File: src/hdl/cle_pkg.sv
package cle_pkg;

    // Default depth of the line store
    localparam int LE_BUF_DEPTH = 128;

    // Character codes
    localparam logic [7:0] CH_EOF  = 8'h04;
    localparam logic [7:0] CH_BS   = 8'h08;
    localparam logic [7:0] CH_LF   = 8'h0A;
    localparam logic [7:0] CH_CR   = 8'h0D;
    localparam logic [7:0] CH_DUMP = 8'h10;
    localparam logic [7:0] CH_KILL = 8'h15;
    localparam logic [7:0] CH_DEL  = 8'h7F;
    localparam logic [7:0] CH_NUL  = 8'h00;

    // Read status codes
    localparam logic [1:0] RD_WAIT = 2'd0;
    localparam logic [1:0] RD_BYTE = 2'd1;
    localparam logic [1:0] RD_EOF  = 2'd2;

    // Stream widths
    localparam int IN_TDATA_W  = 16;
    localparam int OUT_TDATA_W = 32;

    // One result item
    typedef struct packed {
        logic       read_ends_line;
        logic [7:0] read_byte;
        logic [1:0] read_status;
        logic       char_dropped;
        logic       line_committed;
        logic       dump_request;
        logic [7:0] erase_count;
        logic [7:0] echo_char;
        logic       echo_valid;
    } t_result;

    // Controller to datapath commands
    typedef struct packed {
        logic take_item;
        logic exec;
        logic kill_rd;
        logic kill_step;
        logic read_rd;
        logic read_done;
        logic load_out;
    } t_cmd;

    // Datapath to controller status
    typedef struct packed {
        logic is_read;
        logic is_kill;
        logic edit_eq_commit;
        logic read_eq_commit;
        logic data_is_lf;
    } t_sts;

endpackage

File: src/hdl/cle_ram.sv
module cle_ram #(
    parameter int WIDTH = 8,
    parameter int DEPTH = cle_pkg::LE_BUF_DEPTH,
    localparam int AW   = (DEPTH > 1) ? $clog2(DEPTH) : 1
) (
    input  logic                     i_clk,
    input  logic                     i_we,
    input  logic [AW-1:0]            i_waddr,
    input  logic [WIDTH-1:0]         i_wdata,
    input  logic                     i_re,
    input  logic [AW-1:0]            i_raddr,
    output logic [WIDTH-1:0]         o_rdata
);

    logic [WIDTH-1:0] r_mem [DEPTH];
    logic [WIDTH-1:0] r_rdata;

    // Write port and registered read port
    always_ff @(posedge i_clk) begin
        if (i_we) begin
            r_mem[i_waddr] <= i_wdata;
        end
        if (i_re) begin
            r_rdata <= r_mem[i_raddr];
        end
    end

    assign o_rdata = r_rdata;

endmodule

File: src/hdl/cle_dp.sv
module cle_dp #(
    parameter int BUF_DEPTH = cle_pkg::LE_BUF_DEPTH
) (
    input  logic             i_clk,
    input  logic             i_rst_n,
    input  cle_pkg::t_cmd    i_cmd,
    output cle_pkg::t_sts    o_sts,
    input  logic             i_func,
    input  logic [7:0]       i_rx_char,
    input  logic             i_first,
    output cle_pkg::t_result o_result
);

    localparam int AW = (BUF_DEPTH > 1) ? $clog2(BUF_DEPTH) : 1;
    localparam logic [AW-1:0] LAST = AW'(BUF_DEPTH - 1);

    // Index is {wrap, slot}; slot counts 0 .. BUF_DEPTH-1
    function automatic logic [AW:0] idx_inc(input logic [AW:0] x);
        logic [AW:0] y;
        if (x[AW-1:0] == LAST) begin
            y = {~x[AW], {AW{1'b0}}};
        end else begin
            y = {x[AW], x[AW-1:0] + AW'(1)};
        end
        return y;
    endfunction

    function automatic logic [AW:0] idx_dec(input logic [AW:0] x);
        logic [AW:0] y;
        if (x[AW-1:0] == {AW{1'b0}}) begin
            y = {~x[AW], LAST};
        end else begin
            y = {x[AW], x[AW-1:0] - AW'(1)};
        end
        return y;
    endfunction

    logic             r_func, n_func;
    logic [7:0]       r_char, n_char;
    logic             r_first, n_first;
    logic [AW:0]      r_edit, n_edit;
    logic [AW:0]      r_commit, n_commit;
    logic [AW:0]      r_read, n_read;
    cle_pkg::t_result r_res, n_res;
    cle_pkg::t_result r_out, n_out;

    logic [7:0]  mapped;
    logic [AW:0] edit_inc;
    logic [AW:0] edit_dec;
    logic        full;
    logic        full_after;
    logic        is_erase1;
    logic        ord_ok;
    logic        ram_we;
    logic        ram_re;
    logic [AW-1:0] ram_raddr;
    logic [7:0]  ram_rdata;

    // Decode the held item
    assign mapped     = (r_char == cle_pkg::CH_CR) ? cle_pkg::CH_LF : r_char;
    assign edit_inc   = idx_inc(r_edit);
    assign edit_dec   = idx_dec(r_edit);
    assign full       = (r_edit[AW] != r_read[AW]) && (r_edit[AW-1:0] == r_read[AW-1:0]);
    assign full_after = (edit_inc[AW] != r_read[AW])
                        && (edit_inc[AW-1:0] == r_read[AW-1:0]);
    assign is_erase1  = (r_char == cle_pkg::CH_BS) || (r_char == cle_pkg::CH_DEL);
    assign ord_ok     = !r_func && (r_char != cle_pkg::CH_DUMP)
                        && (r_char != cle_pkg::CH_KILL) && !is_erase1
                        && (r_char != cle_pkg::CH_NUL) && !full;

    // Line store access
    assign ram_we    = i_cmd.exec && ord_ok;
    assign ram_re    = i_cmd.kill_rd || i_cmd.read_rd;
    assign ram_raddr = i_cmd.kill_rd ? edit_dec[AW-1:0] : r_read[AW-1:0];

    cle_ram #(
        .WIDTH (8),
        .DEPTH (BUF_DEPTH)
    ) u_store (
        .i_clk   (i_clk),
        .i_we    (ram_we),
        .i_waddr (r_edit[AW-1:0]),
        .i_wdata (mapped),
        .i_re    (ram_re),
        .i_raddr (ram_raddr),
        .o_rdata (ram_rdata)
    );

    // Next-state logic for indices and result
    always_comb begin
        n_func   = r_func;
        n_char   = r_char;
        n_first  = r_first;
        n_edit   = r_edit;
        n_commit = r_commit;
        n_read   = r_read;
        n_res    = r_res;
        n_out    = r_out;

        if (i_cmd.take_item) begin
            n_func  = i_func;
            n_char  = i_rx_char;
            n_first = i_first;
            n_res   = '0;
        end

        if (i_cmd.exec && !r_func) begin
            if (r_char == cle_pkg::CH_DUMP) begin
                n_res.dump_request = 1'b1;
            end else if (r_char == cle_pkg::CH_KILL) begin
                // walk is driven by kill_step
            end else if (is_erase1) begin
                if (r_edit != r_commit) begin
                    n_edit            = edit_dec;
                    n_res.erase_count = 8'd1;
                end
            end else if (ord_ok) begin
                n_res.echo_valid = 1'b1;
                n_res.echo_char  = mapped;
                n_edit           = edit_inc;
                if ((mapped == cle_pkg::CH_LF) || (mapped == cle_pkg::CH_EOF)
                    || full_after) begin
                    n_commit             = edit_inc;
                    n_res.line_committed = 1'b1;
                end
            end else begin
                n_res.char_dropped = 1'b1;
            end
        end

        // Erase one character of a line kill, saturating the count
        if (i_cmd.kill_step) begin
            n_edit = edit_dec;
            if (r_res.erase_count != 8'hFF) begin
                n_res.erase_count = r_res.erase_count + 8'd1;
            end
        end

        // Finish a read with the fetched byte
        if (i_cmd.read_done) begin
            if (ram_rdata == cle_pkg::CH_EOF) begin
                if (r_first) begin
                    n_read = idx_inc(r_read);
                end
                n_res.read_status = cle_pkg::RD_EOF;
            end else begin
                n_read               = idx_inc(r_read);
                n_res.read_status    = cle_pkg::RD_BYTE;
                n_res.read_byte      = ram_rdata;
                n_res.read_ends_line = (ram_rdata == cle_pkg::CH_LF);
            end
        end

        if (i_cmd.load_out) begin
            n_out = r_res;
        end
    end

    // Indices reset; payload holds
    always_ff @(posedge i_clk) begin
        if (!i_rst_n) begin
            r_edit   <= '0;
            r_commit <= '0;
            r_read   <= '0;
        end else begin
            r_edit   <= n_edit;
            r_commit <= n_commit;
            r_read   <= n_read;
        end
        r_func  <= n_func;
        r_char  <= n_char;
        r_first <= n_first;
        r_res   <= n_res;
        r_out   <= n_out;
    end

    assign o_sts.is_read        = r_func;
    assign o_sts.is_kill        = (r_char == cle_pkg::CH_KILL);
    assign o_sts.edit_eq_commit = (r_edit == r_commit);
    assign o_sts.read_eq_commit = (r_read == r_commit);
    assign o_sts.data_is_lf     = (ram_rdata == cle_pkg::CH_LF);
    assign o_result             = r_out;

endmodule

File: src/hdl/cle_ctrl.sv
module cle_ctrl (
    input  logic          i_clk,
    input  logic          i_rst_n,
    input  logic          i_in_valid,
    output logic          o_in_ready,
    output logic          o_out_valid,
    input  logic          i_out_ready,
    input  cle_pkg::t_sts i_sts,
    output cle_pkg::t_cmd o_cmd
);

    localparam logic [2:0] S_IDLE  = 3'd0;
    localparam logic [2:0] S_EXEC  = 3'd1;
    localparam logic [2:0] S_KRD   = 3'd2;
    localparam logic [2:0] S_KWAIT = 3'd3;
    localparam logic [2:0] S_RWAIT = 3'd4;
    localparam logic [2:0] S_DONE  = 3'd5;

    logic [2:0] r_state, n_state;
    logic       r_out_valid, n_out_valid;

    // Sequence one item through the datapath
    always_comb begin
        n_state    = r_state;
        o_cmd      = '0;
        o_in_ready = 1'b0;
        case (r_state)
            S_IDLE: begin
                o_in_ready = 1'b1;
                if (i_in_valid) begin
                    o_cmd.take_item = 1'b1;
                    n_state         = S_EXEC;
                end
            end
            S_EXEC: begin
                o_cmd.exec = 1'b1;
                if (i_sts.is_read) begin
                    if (!i_sts.read_eq_commit) begin
                        o_cmd.read_rd = 1'b1;
                        n_state       = S_RWAIT;
                    end else begin
                        n_state = S_DONE;
                    end
                end else if (i_sts.is_kill) begin
                    n_state = S_KRD;
                end else begin
                    n_state = S_DONE;
                end
            end
            S_KRD: begin
                if (i_sts.edit_eq_commit) begin
                    n_state = S_DONE;
                end else begin
                    o_cmd.kill_rd = 1'b1;
                    n_state       = S_KWAIT;
                end
            end
            S_KWAIT: begin
                if (i_sts.data_is_lf) begin
                    n_state = S_DONE;
                end else begin
                    o_cmd.kill_step = 1'b1;
                    n_state         = S_KRD;
                end
            end
            S_RWAIT: begin
                o_cmd.read_done = 1'b1;
                n_state         = S_DONE;
            end
            S_DONE: begin
                if (!r_out_valid || i_out_ready) begin
                    o_cmd.load_out = 1'b1;
                    n_state        = S_IDLE;
                end
            end
            default: begin
                n_state = S_IDLE;
            end
        endcase
    end

    // Hold the result until taken
    always_comb begin
        if (o_cmd.load_out) begin
            n_out_valid = 1'b1;
        end else if (i_out_ready) begin
            n_out_valid = 1'b0;
        end else begin
            n_out_valid = r_out_valid;
        end
    end

    always_ff @(posedge i_clk) begin
        if (!i_rst_n) begin
            r_state     <= S_IDLE;
            r_out_valid <= 1'b0;
        end else begin
            r_state     <= n_state;
            r_out_valid <= n_out_valid;
        end
    end

    assign o_out_valid = r_out_valid;

endmodule

File: src/hdl/console_line_editor.sv
// Canonical console input editor over a circular line store of BUF_DEPTH
// bytes. Each input item is either a received character (tuser = 0) or a
// reader request for one byte (tuser = 1), and gives exactly one result item.
// A read that fetches a byte waits on the registered read port of the store.
// A line kill (Ctrl-U) walks back one entry at a time through that single
// registered read port, stopping at the commit point or at a newline. A new
// item is accepted as soon as the previous one is finished, while its result
// still waits in the output register; a finished item whose predecessor's
// result is still untaken waits for that result to leave. The store needs no
// clearing after reset.
module console_line_editor #(
    parameter int BUF_DEPTH = cle_pkg::LE_BUF_DEPTH
) (
    input  logic                               i_clk,
    input  logic                               i_rst_n,
    input  logic                               i_s_axis_tvalid,
    output logic                               o_s_axis_tready,
    // [7:0] rx_char, [8] first_in_read, [15:9] zero
    input  logic [cle_pkg::IN_TDATA_W-1:0]     i_s_axis_tdata,
    // [0] func
    input  logic                               i_s_axis_tuser,
    output logic                               o_m_axis_tvalid,
    input  logic                               i_m_axis_tready,
    // [0] echo_valid, [8:1] echo_char, [16:9] erase_count, [17] dump_request,
    // [18] line_committed, [19] char_dropped, [21:20] read_status,
    // [29:22] read_byte, [30] read_ends_line, [31] zero
    output logic [cle_pkg::OUT_TDATA_W-1:0]    o_m_axis_tdata
);

    cle_pkg::t_cmd    cmd;
    cle_pkg::t_sts    sts;
    cle_pkg::t_result result;

    cle_ctrl u_ctrl (
        .i_clk       (i_clk),
        .i_rst_n     (i_rst_n),
        .i_in_valid  (i_s_axis_tvalid),
        .o_in_ready  (o_s_axis_tready),
        .o_out_valid (o_m_axis_tvalid),
        .i_out_ready (i_m_axis_tready),
        .i_sts       (sts),
        .o_cmd       (cmd)
    );

    cle_dp #(
        .BUF_DEPTH (BUF_DEPTH)
    ) u_dp (
        .i_clk     (i_clk),
        .i_rst_n   (i_rst_n),
        .i_cmd     (cmd),
        .o_sts     (sts),
        .i_func    (i_s_axis_tuser),
        .i_rx_char (i_s_axis_tdata[7:0]),
        .i_first   (i_s_axis_tdata[8]),
        .o_result  (result)
    );

    // Pack the result item
    assign o_m_axis_tdata = {1'b0, result};

    // One item in flight: ready drops after an accept
    a_one_item: assert property (@(posedge i_clk) disable iff (!i_rst_n)
        (i_s_axis_tvalid && o_s_axis_tready) |=> !o_s_axis_tready)
        else $error("item accepted while another is in flight");

    // A read result never carries character-side fields
    a_read_clean: assert property (@(posedge i_clk) disable iff (!i_rst_n)
        (o_m_axis_tvalid && (result.read_status != cle_pkg::RD_WAIT))
        |-> (!result.echo_valid && (result.erase_count == 8'd0) && !result.char_dropped))
        else $error("read result mixed with character result");

    // An echoed character is nonzero, never CR, and was not dropped
    a_echo: assert property (@(posedge i_clk) disable iff (!i_rst_n)
        (o_m_axis_tvalid && result.echo_valid)
        |-> ((result.echo_char != cle_pkg::CH_NUL) && !result.char_dropped
             && (result.echo_char != cle_pkg::CH_CR)))
        else $error("bad echo");

    // A commit only comes with an echoed character
    a_commit: assert property (@(posedge i_clk) disable iff (!i_rst_n)
        (o_m_axis_tvalid && result.line_committed) |-> result.echo_valid)
        else $error("commit without stored character");

endmodule

File: config.mk
export PLATFORM = sky130hd
export DESIGN_NAME = console_line_editor
export DESIGN_NICKNAME = d
export VERILOG_FILES = /design/src/hdl/cle_pkg.sv /design/src/hdl/cle_ram.sv /design/src/hdl/cle_dp.sv /design/src/hdl/cle_ctrl.sv /design/src/hdl/console_line_editor.sv
export SDC_FILE = /design/constraint.sdc
export NUM_CORES = 2
export LEC_CHECK = 0
export ABC_CLOCK_PERIOD_IN_PS = 3200
export BUFFER_PORTS_ARGS = -buffer_cell sky130_fd_sc_hd__buf_2
export CORE_ASPECT_RATIO = 1.25
export CORE_MARGIN = 1
export CORE_UTILIZATION = 45
export CTS_BUF_LIST = sky130_fd_sc_hd__clkbuf_16
export CTS_CLUSTER_DIAMETER = 60
export DETAILED_ROUTE_END_ITERATION = 10
export PLACE_DENSITY = 0.62
export SETUP_SLACK_MARGIN = 0.4
export SLEW_MARGIN = 20
export SYNTH_ARGS = -nofsm -noshare
export SYNTH_HDL_FRONTEND = slang
export SYNTH_SLANG_ARGS = --single-unit
File: constraint.sdc
create_clock -name i_clk -period 3.2 [get_ports i_clk]
set_input_delay 0.32 -clock i_clk [delete_from_list [all_inputs] [get_ports i_clk]]
set_output_delay 0.32 -clock i_clk [all_outputs]
set_load 0.01 [all_outputs]
### After elaboration in Yosys (flattened, before gate mapping)

Memories as Yosys holds them, arrays and structs flattened. A register that Yosys moved wholly into a read port is not among the register bits.
Cells that the tools add are included.

* bits in registers: 100
* output and inout port bits: 34
* input port bits: 21
* word-level logic and storage cells: 157
* memories kept: 1
* memory bits (writable): 1024

Memory list
* u_dp.u_store.r_mem: words 128, width 8, read ports 1, clocked after Yosys merged registers in 1, wr ports 1, line cle_ram.sv:15 `logic [WIDTH-1:0] r_mem [DEPTH];`

* add/sub/neg operators: 4
* multiplexer cells: 60
* bitwise operators: 5
* eq/ne operators: 32
* reductions and logical operators: 29

Operators by type and width (count)
* $mux 8: 17
* $mux 17: 2
* $eq 8x4->1 const B: 4
* $mux 31: 1
* $mux 9: 3
* $mux 1: 23
* $mux 20: 1
* $mux 3: 6
* $pmux 3 s6: 1
* $eq 8x3->1 const B: 2
* $eq 8x5->1 const B: 2
* $eq 8x8->1: 2
* $ne 8x5->1 const B: 2
* $add 7x1->7 const B: 2
* $eq 7x7->1: 2
* $eq 7x7->1 const B: 2
* $mux 11: 1
* $logic_and 1x1->1: 9
* $add 8x1->8 const B: 1
* $eq 8x7->1 const B: 1
* $mux 2: 4
* $ne 8x8->1: 1
* $ne 8x8->1 const B: 1
* $reduce_bool 8->1: 1
* 19 further kinds: 39

### Longest topological paths before layout

* depth in word-level cells: 13
* gate-level depth with buffers: 17
* mapped depth without buffers: 12

### Modules after synthesis

Synthesis repeated with hierarchy kept, for this count alone.

* cell total of the unflattened synthesis: 2139
* area total of the unflattened synthesis: 44656.6 µm²

By module, submodules not included
* cle_ram: instances 1, seq. area each 30989.7 µm², area an instance 39745.6 µm², cells each 1635
* cle_dp: instances 1, seq. area each 2352.3 µm², area an instance 4593.2 µm², cells each 459
* cle_ctrl: instances 1, seq. area each 80.1 µm², area an instance 306.5 µm², cells each 43
* console_line_editor: instances 1, seq. area each 0.0 µm², area an instance 11.3 µm², cells each 2

### Least setup slack after synthesis

Ideal clock, no wire load.

* path type: register -> register
* start: register u_dp.r_edit[0]
* end: register u_dp.u_store.r_rdata[5] (netlist: u_dp.u_store.o_rdata[5]), read port of u_dp.u_store.r_mem, data pin
* data arrival time: 3.092 ns
* clock period less this slack: 3.360 ns
* cell stages (with the launch flop): 15
* library setup time: 0.268 ns
* setup slack: -0.160 ns
* required time: 2.932 ns
* path buffers: 4
* cells stage by stage: dfxtp_1 > buf_2 > inv_1 > ha_1 > clkbuf_1 > inv_1 > or3_1 > o31ai_2 > buf_2 > buf_1 > nand3_1 > nand3_1 > a31oi_1 > a221oi_1 > a22oi_1

* cells in the longest elaborated chain, start to end: 4
* elaborated cells between the ends (all ways): 8
* those cells by class: add/sub (1); eq/ne (1); mux (4); reduce/logical (2)

Ends and longest elaborated chain
* from (decl): line cle_dp.sv:41 `logic [AW:0] r_edit, n_edit;`
* from (signal assigned): line cle_dp.sv:166 `r_edit <= n_edit;`
* branches (longest 4 deep; another with $sub 7x1->7)
* to (decl): line cle_ram.sv:16 `logic [WIDTH-1:0] r_rdata;`

Several ways; the timed one is not identified.
A chain may end at the register's enable or synchronous reset.

### Final worst setup path

* start: register u_dp.r_edit[0]
* end: register u_dp.u_store.r_rdata[7] (netlist: u_dp.u_store.o_rdata[7]), read port of u_dp.u_store.r_mem, data pin

Same word-level chain as after synthesis.

==> run metrics <==
count of input and output buffers 46; first-pass GRT wire length 204000 microns; max frequency 0.291 GHz; worst reg-to-reg path cell count 14; placer congestion estimate 0.886; antenna cells 0; Pleak 21.9 nW; Root Driver clkbuf_16; nets 4071; Max IR drop VDD 384 uV; Total Power 31.0 mW; Synth-to-Final Area Change 25.3%; clk sink count 1132; Final Cycle Share 107%; Synth top area share 69.7%; crit path buf inv count 5; top cell type by total area after synthesis edfxtp_1; Power Density 535 nW/um^2; DRT antenna net count 0; Final Setup Violations 8; Avg WL per Cell 25.6 microns; Worst R2R End u_dp.u_store.o_rdata[7]; Fin Hold WS 0.0779 ns; status finished with violations; synthesized net count 3474; prevailing post-synth register cell edfxtp_1; fin util 56.9%; H-tree depth 3; TritonCTS clock tree yes; Worst-path clk slew 0.06 ns; multi-input logic area 13100 sq um; vias in the first global route 31200; Sequential cell area 33400 sq um; Filler cells 8075; Total Routed Length 140000 microns; RSZ-0062 raised after global routing yes; die width 289 microns; DRT iter0 DRCs 3059; die height 361 microns; Final Slew Violations 0; Initial Utilization 45.4%; Hold Path Stages 5; total track usage 26.7%; worst hold path type input port to flip-flop; Worst EP required 3.65 ns; Post-synth EDFFs 1075; Startpoint Class flip-flop; design area 58000 sq um; maximum clock path buffer count 3; final hold violation count 0; setup slack, reg-to-reg -0.24 ns; WP data arrival 3.89 ns; standard-cell rows 131; core box area 102000 sq um; area of the die 104000 sq um; Seq/Total Area, Yosys 72.2%; #FFs+latches synth 1132; clock buffer count from CTS 108; Fin Setup TNS -1.42 ns; top cells by area, synth edfxtp_1, nand2_1, mux2i_1; post-route setup slack -0.239 ns; max-cap violation count 0; Crit. End Element flip-flop; Slew @ Worst Pin 1.29 ns; Area after DPL 52400 sq um; Hold Path End u_ctrl.r_state[1]; max incr delay on CP 0.36 ns; CP Class flip-flop to flip-flop; largest net degree at the start of global routing 91; vias per cell 5.81; Post-Syn Area 46300 sq um; most used cell, CP buf_4; drt drc 0; DP Wirelength 90200 microns; critical path cell sequence buf_4 -> o31a_1 -> a211o_4 -> or3_4 -> o31ai_4 -> buf_4 -> buf_12 -> buf_4 -> a221o_1 -> a21boi_2 -> nor3_2 -> a221oi_2 -> buf_4 -> a22oi_1; violated checks negative setup slack; CP top delay family compound AO/OA/AOI/OAI gates; IO Count 55; launch point of the worst path u_dp.r_edit[0]; Netlist cell types 73; critical path peak fanout 8; layout cells sized above 1 26.2%; Synth Area per Inst 13.4 sq um; relative slew slack 13.7%; Worst Clk Skew 0.0264 ns; Post-Syn Instances 3448; CP max stage cell dfxtp_4; Synth Warn # 0; clk_lat worst skew 0.71 ns; gr ovfl total 0; drt pass-1 iters 5; worst hold path startpoint i_s_axis_tvalid; reg-to-reg startpoint u_dp.r_edit[0]; initial antenna violation count 0; detailed-route via count 31700; Final min period 3.44 ns; Post-synth ARST share 0%
worst reg2reg max path, stage by stage, from the launching register on:
cell      delay, ns
dfxtp_4        0.36
buf_4          0.19
o31a_1         0.32
a211o_4        0.32
or3_4          0.35
o31ai_4        0.10
buf_4          0.20
buf_12         0.12
buf_4          0.14
a221o_1        0.19
a21boi_2       0.21
nor3_2         0.10
a221oi_2       0.32
buf_4          0.19
a22oi_1        0.07
through the flow:
| step | cells | setup slack (ns) |
|---|---|---|
| after global routing | 5458 | -0.332 |
| after detailed placement | 5188 | -0.712 |
| after global placement | 5188 | -0.748 |
| after CTS | 5443 | -0.215 |
| after floorplan | 3448 | 0.261 |
| final | 5458 | -0.239 |
report_power, final:
part           internal (mW)  total (mW)  switching, mW
sequential              16.4        16.5         0.0534
clock                   6.82        12.3           5.51
combinational          0.853        2.25           1.40
total                   24.1        31.0           6.96
timing repair:
| action | 4_1_cts | 5_1_grt |
|---|---|---|
| pin swaps | 68 | 35 |
| buffers inserted | 43 | 11 |
| resized for setup | 208 | 131 |
| endpoints found under the setup margin | 802 | 879 |
| gates cloned | 8 | 3 |
| hold endpoints to repair | 13 | 0 |
| hold buffers | 11 | 0 |
how the worst max path moves through the flow:
stage                                      to  slack [ns]  cells after the start
global placement      u_dp.u_store.o_rdata[6]       -0.75                     17
CTS                   u_dp.u_store.o_rdata[7]       -0.22                     16
detailed placement    u_dp.u_store.o_rdata[6]       -0.71                     17
global route          u_dp.u_store.o_rdata[2]       -0.33                     14
finish                u_dp.u_store.o_rdata[7]       -0.24                     14
floorplan           u_dp.u_store.r_mem[89][0]        0.26                     10
cells in the mapped netlist (40+ instances only):
cell / number
nand2_1: 730
mux2i_1: 194
nor2_1: 182
a221oi_1: 40
a21oi_1: 109
a221o_1: 49
clkbuf_1: 83
nand3_1: 241
o21ai_0: 99
dfxtp_1: 57
buf_2: 94
edfxtp_1: 1075
and3_1: 84
cell usage in the layout (no fill, tap or decap), types with 9 or more instances in the layout:
master,instances
a21oi_1,102
nand2_1,716
a221o_1,49
xnor2_1,17
mux2i_2,10
buf_8,9
inv_1,28
nor2b_1,15
a31oi_1,30
edfxtp_1,1075
o21ai_0,77
nand3_2,10
o21ai_1,21
dlygate4sd3_1,11
xnor2_2,9
nor2_4,22
xor2_1,20
clkbuf_16,115
buf_4,524
buf_2,46
buf_12,57
clkinv_1,18
a221oi_2,28
nand4_1,25
nor2_1,138
and3_1,83
a221oi_1,11
dfxtp_1,48
mux2i_1,183
a22oi_1,29
buf_6,38
clkinv_2,16
nand3_1,229
nor3_1,11
nor2_2,22
sequential cells by signal (all words and copies together), names as in the netlist:
| name | flops |
|---|---|
| u_dp.u_store.r_mem | 1024 |
| u_ctrl.r_state | 3 |
| u_dp.r_read | 8 |
| u_dp.r_res | 31 |
| u_dp.r_func | 1 |
| u_dp.r_first | 1 |
| u_dp.u_store.o_rdata | 8 |
| u_dp.o_result | 31 |
| u_dp.r_char | 8 |
| u_ctrl.o_out_valid | 1 |
| u_dp.r_commit | 8 |
| u_dp.r_edit | 8 |
cell families after synthesis:
group / count (synthesis) / share of synthesized area (%)
other: 1 / 0.00810
buffers and inverters: 228 / 2.40
adders and majority gates: 5 / 0.135
xor gates and xnor gates: 46 / 0.935
muxes: 206 / 4.59
and+or+nand+nor: 1353 / 12.7
DFF: 1132 / 72.2
AOI/OAI and AO/OA: 477 / 7.03
layer usage:
metal  track usage, %  share of wire [%]  vias up  wire, microns
li1                 -                  -    14100              -
met1             33.8                 38    15800          53600
met2             44.6                 49     1434          68700
met3             3.46                6.9      348           9680
met4             14.4                5.6        0           7870
met5                0                  0        -              0
final cells by class:
class                           instances  area share, %
Sequential cell                      1132           57.6
Clock inverter                         81          0.990
Timing Repair Buffer                  700           11.0
Multi-Input combinational cell       2089           22.5
Inverter                               14          0.112
Tap cell                             1330           2.87
Clock buffer                          112           4.83
(Power assumes the default switching activity.)
